**config.mk**
```make
export PLATFORM = sky130hd
export DESIGN_NAME = hns_ctrl
export DESIGN_NICKNAME = d
export VERILOG_FILES = /design/src/sv/hns_pkg.sv /design/src/sv/hns_ctrl.sv
export SDC_FILE = /design/constraint.sdc
export NUM_CORES = 1
export LEC_CHECK = 0
export BUFFER_PORTS_ARGS = -buffer_cell sky130_fd_sc_hd__clkbuf_2
export CAP_MARGIN = 25
export CORE_ASPECT_RATIO = 1.2
export CORE_UTILIZATION = 40
export DETAILED_ROUTE_END_ITERATION = 8
export PLACE_DENSITY = 0.68
export SETUP_SLACK_MARGIN = 0.5
export SYNTH_ARGS = -nofsm -noshare
export SYNTH_HDL_FRONTEND = slang
export SYNTH_SLANG_ARGS = --single-unit
```
**constraint.sdc**
```tcl
create_clock -name clk -period 2.54 [get_ports clk]
set_clock_uncertainty 0.2 [all_clocks]
set_input_delay 0.381 -clock clk [delete_from_list [all_inputs] [get_ports clk]]
set_output_delay 0.381 -clock clk [all_outputs]
set_load 0.02 [all_outputs]
```
**src/sv/hns_pkg.sv**
```systemverilog
`default_nettype none
package hns_pkg;

  localparam int GainW   = 16;
  localparam int SideW   = 11;
  localparam int MagW    = 24;
  localparam int AccW    = 50;
  localparam int RootW   = 26;
  localparam int DivW    = 40;
  localparam int QuoW    = 15;
  localparam int SqrtN   = 25;
  localparam int CntW    = 5;

  localparam logic [SideW-1:0] SIDE_RESET = 11'd256;
  localparam logic [GainW-1:0] GAIN_RESET = 16'd512;
  localparam logic [0:0]       REG_SIDE   = 1'b0;
  localparam logic [0:0]       REG_GAIN   = 1'b1;

  typedef enum logic [1:0] {
    SEL_X = 2'd0,
    SEL_Y = 2'd1,
    SEL_Z = 2'd2
  } comp_sel_t;

  typedef enum logic [3:0] {
    ST_IDLE,
    ST_CHECK,
    ST_RD1,
    ST_RD2,
    ST_MULX,
    ST_MULZ,
    ST_MULH,
    ST_SQX,
    ST_SQZ,
    ST_SQRT,
    ST_DIVI,
    ST_DIVS,
    ST_DIVW,
    ST_LOAD
  } state_t;

  typedef struct packed {
    logic            load_in;
    logic            clear_pos;
    logic            rd0;
    logic            rd1;
    logic            rd2;
    logic            mulx;
    logic            mulz;
    logic            mulh;
    logic            sqx;
    logic            sqz;
    logic            sqrt_step;
    logic [CntW-1:0] k;
    logic            div_init;
    logic            div_step;
    logic            div_store;
    comp_sel_t       sel;
    logic            out_load;
  } cmd_t;

  typedef struct packed {
    logic drop;
    logic clr;
    logic emit;
    logic out_full;
  } status_t;

endpackage
`default_nettype wire

```
**src/sv/hns_ctrl.sv**
```systemverilog
`default_nettype none
module hns_ctrl import hns_pkg::*; (
  input  wire     clk,
  input  wire     rst,
  input  wire     in_valid,
  output logic    in_ready,
  input  status_t st,
  output cmd_t    cmd
);

  state_t          state, state_next;
  logic [CntW-1:0] cnt, cnt_next;
  comp_sel_t       sel, sel_next;

  always_ff @(posedge clk) begin
    if (rst) begin
      state <= ST_IDLE;
      cnt   <= '0;
      sel   <= SEL_X;
    end else begin
      state <= state_next;
      cnt   <= cnt_next;
      sel   <= sel_next;
    end
  end

  always_comb begin
    state_next = state;
    cnt_next   = cnt;
    sel_next   = sel;
    cmd        = '0;
    cmd.k      = cnt;
    cmd.sel    = sel;
    in_ready   = 1'b0;
    case (state)
      ST_IDLE: begin
        in_ready = 1'b1;
        if (in_valid) begin
          cmd.load_in = 1'b1;
          state_next  = ST_CHECK;
        end
      end
      ST_CHECK: begin
        if (st.drop) begin
          cmd.clear_pos = st.clr;
          state_next    = ST_IDLE;
        end else begin
          cmd.rd0    = 1'b1;
          state_next = ST_RD1;
        end
      end
      ST_RD1: begin
        cmd.rd1    = 1'b1;
        state_next = ST_RD2;
      end
      ST_RD2: begin
        cmd.rd2    = 1'b1;
        state_next = st.emit ? ST_MULX : ST_IDLE;
      end
      ST_MULX: begin
        cmd.mulx   = 1'b1;
        state_next = ST_MULZ;
      end
      ST_MULZ: begin
        cmd.mulz   = 1'b1;
        state_next = ST_MULH;
      end
      ST_MULH: begin
        cmd.mulh   = 1'b1;
        state_next = ST_SQX;
      end
      ST_SQX: begin
        cmd.sqx    = 1'b1;
        state_next = ST_SQZ;
      end
      ST_SQZ: begin
        cmd.sqz    = 1'b1;
        cnt_next   = CntW'(SqrtN - 1);
        state_next = ST_SQRT;
      end
      ST_SQRT: begin
        cmd.sqrt_step = 1'b1;
        cnt_next      = cnt - 1'b1;
        if (cnt == '0) begin
          sel_next   = SEL_X;
          state_next = ST_DIVI;
        end
      end
      ST_DIVI: begin
        cmd.div_init = 1'b1;
        cnt_next     = CntW'(QuoW - 1);
        state_next   = ST_DIVS;
      end
      ST_DIVS: begin
        cmd.div_step = 1'b1;
        cnt_next     = cnt - 1'b1;
        if (cnt == '0) state_next = ST_DIVW;
      end
      ST_DIVW: begin
        cmd.div_store = 1'b1;
        case (sel)
          SEL_X:   begin sel_next = SEL_Y; state_next = ST_DIVI; end
          SEL_Y:   begin sel_next = SEL_Z; state_next = ST_DIVI; end
          default: state_next = ST_LOAD;
        endcase
      end
      ST_LOAD: begin
        if (!st.out_full) begin
          cmd.out_load = 1'b1;
          state_next   = ST_IDLE;
        end
      end
      default: state_next = ST_IDLE;
    endcase
  end

endmodule
`default_nettype wire

```
==> key figures <==
Floorplanning
  • Die X: 42.1 um
  • Die Area: 2110 um^2
  • Die Y: 50.2 um
  • Initial Util: 42.3%
  • Rows: 17
  • Core ar.: 1830 um^2
  • Top Ports: 30

Timing
  • RSZ-0062 raised after global routing: yes
  • Slew Viols, Final: 0
  • Final setup TNS: 0 ps
  • Setup Viol. Count Final: 0
  • Tightest Pin Transition: 414 ps
  • Fmax: 484 MHz
  • Crit path time final: 2060 ps
  • Hold Vio Cnt, Final: 0
  • Final cycle utilization of the critical path: 81.3%
  • Slew headroom: 72.0%

Placed design
  • Post-DP HPWL: 1550 um
  • DP Cell Count: 153
  • Placer Congestion: 0.867
  • Port bufs: 29

Clock tree
  • CTS tree: built
  • Max H-tree Level: 1
  • Max clock buf depth: 2
  • CTS sink cnt: 11
  • Worst-path clk slew: 70 ps
  • Clock root buffer: clkbuf_4
  • Clock Latency Late Sink: 270 ps
  • Total CTS buffers: 3

Setup path
  • Cell Chain, Critical Path: inv_4 > ha_4 > or4b_4 > o21a_1 > or4b_1 > a21oi_1
  • Depth of the most critical reg-to-reg path: 6
  • CP Data Required Time: 2540 ps
  • Slowest CP cell: or4b_4
  • CP Capture Type: register
  • WS Path Type: register to register
  • Crit path max-delay family: simple AND/OR/NAND/NOR gates
  • WP buf/inv: 1
  • Critical path arrival: 2060 ps
  • CP max stage delay: 470 ps
  • Crit path depth: 6
  • Crit start category: register
  • Critical path peak fanout: 3

Power and ir drop
  • Power Dens Cells: 330 nW/um^2
  • Pwr Total: 0.000349 W
  • Maximum vdd drop: 0.000307 V
  • Leakage power: 0.444 nW

Route
  • DRT iter0 DRCs: 13
  • Via Count: 913
  • DR pass1 iterations: 4
  • Routed Antenna Nets: 0
  • Routed wire per std cell: 13.5 um
  • Drt drc: 0
  • Drt total wl: 2180 um
  • Post-DR vias/cell: 5.64

Synth
  • Top post-synthesis cells by area: dfxtp_1, a21oi_1, nor2_1
  • Synth unique cells: 32
  • Yosys warns: 0
  • Yosys top cell area share: 28.5%
  • Post-synth EDFFs: 0
  • Synth Instances: 110
  • Synth Cell Area: 773 um^2
  • Syn avg cell area: 7.03 um^2
  • Sequential fraction of the synthesis area: 28.5%
  • FFs w/ async S/R, synth: 0%
  • Top-count cell post-synth: nor2_1
  • Syn nets: 119
  • Top FF cell, synth: dfxtp_1
  • Area leader, netlist: dfxtp_1
  • FF+latch count, synth: 11
  • Synth cell count leaders: nor2_1, a21oi_1, dfxtp_1

GRT
  • First-pass GRT wire length: 3660 um
  • GRT Util Overall: 22.2%
  • Pin count of the biggest net entering global routing: 17
  • Gr ovfl total: 0
  • Antenna violations before repair: 0
  • Vias in the first global route: 877

Cells and area
  • FF/Latch Area: 234 um^2
  • Fillers: 188
  • NumNets Final: 153
  • Footprint of the multi-input gates: 557 um^2
  • Finished Layout Cells: 162
  • # diodes: 0
  • Area Overhead vs Synth: 36.9%
  • Layout cell share with drive strength beyond 1: 40.6%

Outcome
  • Status: finished, final reports clean

Hold path
  • Worst hold path type: input pin to register
  • Worst Hold Depth: 3

Flow run
  • Max-cap violations: 0
worst register-to-register path, stage by stage, from the launching register on:
cell	delay (ps)
dfxtp_4	360
inv_4	60
ha_4	120
or4b_4	470
o21a_1	200
or4b_1	470
a21oi_1	130
worst paths after layout:
check	start	to	slack (ps)
hold / removal	st[0]	state[2]	230
setup reg to reg	cnt[0]	sel[0]	480
setup / recovery	cnt[0]	sel[0]	480
hold reg to reg	sel[0]	sel[0]	300
power by group:
part / leakage (nW) / switching (W) / internal (W)
Combinational: 0.336 / 0.0000282 / 0.0000174
Clock: 0.0150 / 0.0000660 / 0.0000607
Sequential: 0.0921 / 0.00000520 / 0.000172
final cells by class:
cell class / count / share of cell area (%)
Sequential cell: 11 / 22.1
Inverter: 4 / 1.89
Clock buffer: 4 / 2.48
Multi-Input combinational cell: 88 / 52.6
Timing Repair Buffer: 36 / 18.7
Tap cell: 19 / 2.25
kinds of logic (layout without fill, tap and decap cells):
family	Yosys count	after routing	synth area share, %
AO/OA/AOI/OAI	31	31	24.4
adder cells (fa/ha/maj)	2	2	3.24
buffers and inverters	11	44	5.34
flip-flops	11	11	28.5
multiplexers	1	1	1.29
AND/OR/NAND/NOR	54	54	37.2
placed cells by master (no fill, tap or decap), drive strengths merged, types with 2 or more instances in the layout:
master   n
o21a     2
and2     2
nor3     9
o211ai   2
a211oi   2
buf      7
nor2    16
nand2b   5
or4b     2
nor2b    3
inv      4
nor3b    2
clkbuf  33
nand2    8
o21ai    6
a21oi   13
ha       2
dfxtp   11
through the flow:
stage	hold WS [ps]	setup WS [ps]	utilization, %	area [um^2]
3_3_place_gp	279	476	51.8	948
3_5_place_dp	289	411	51.8	948
5_1_grt	242	398	57.9	1060
2_1_floorplan	260	489	-	791
4_1_cts	210	464	54.7	1000
6_report	231	475	57.9	1060
sequential cells by signal (all words and copies together) (netlist names):
| name | cells |
|---|---|
| state | 4 |
| cnt | 5 |
| sel | 2 |
what timing repair did:
item / CTS / global route
resized for setup: 3 / 12
pin swaps: 2 / 0
setup buffers: 3 / 2
endpoints found under the hold margin: 0 / 0
hold buffers: 0 / 0
endpoints found under the setup margin: 13 / 13
layer usage:
layer	part of all wire (%)	wire length, um	GRT usage (%)
met4	0.60	13	6.25
met5	0	0	0
met3	3.5	77	4.32
met1	44	966	24.3
met2	51	1120	42.7
Power figures use the tool's default switching activity.
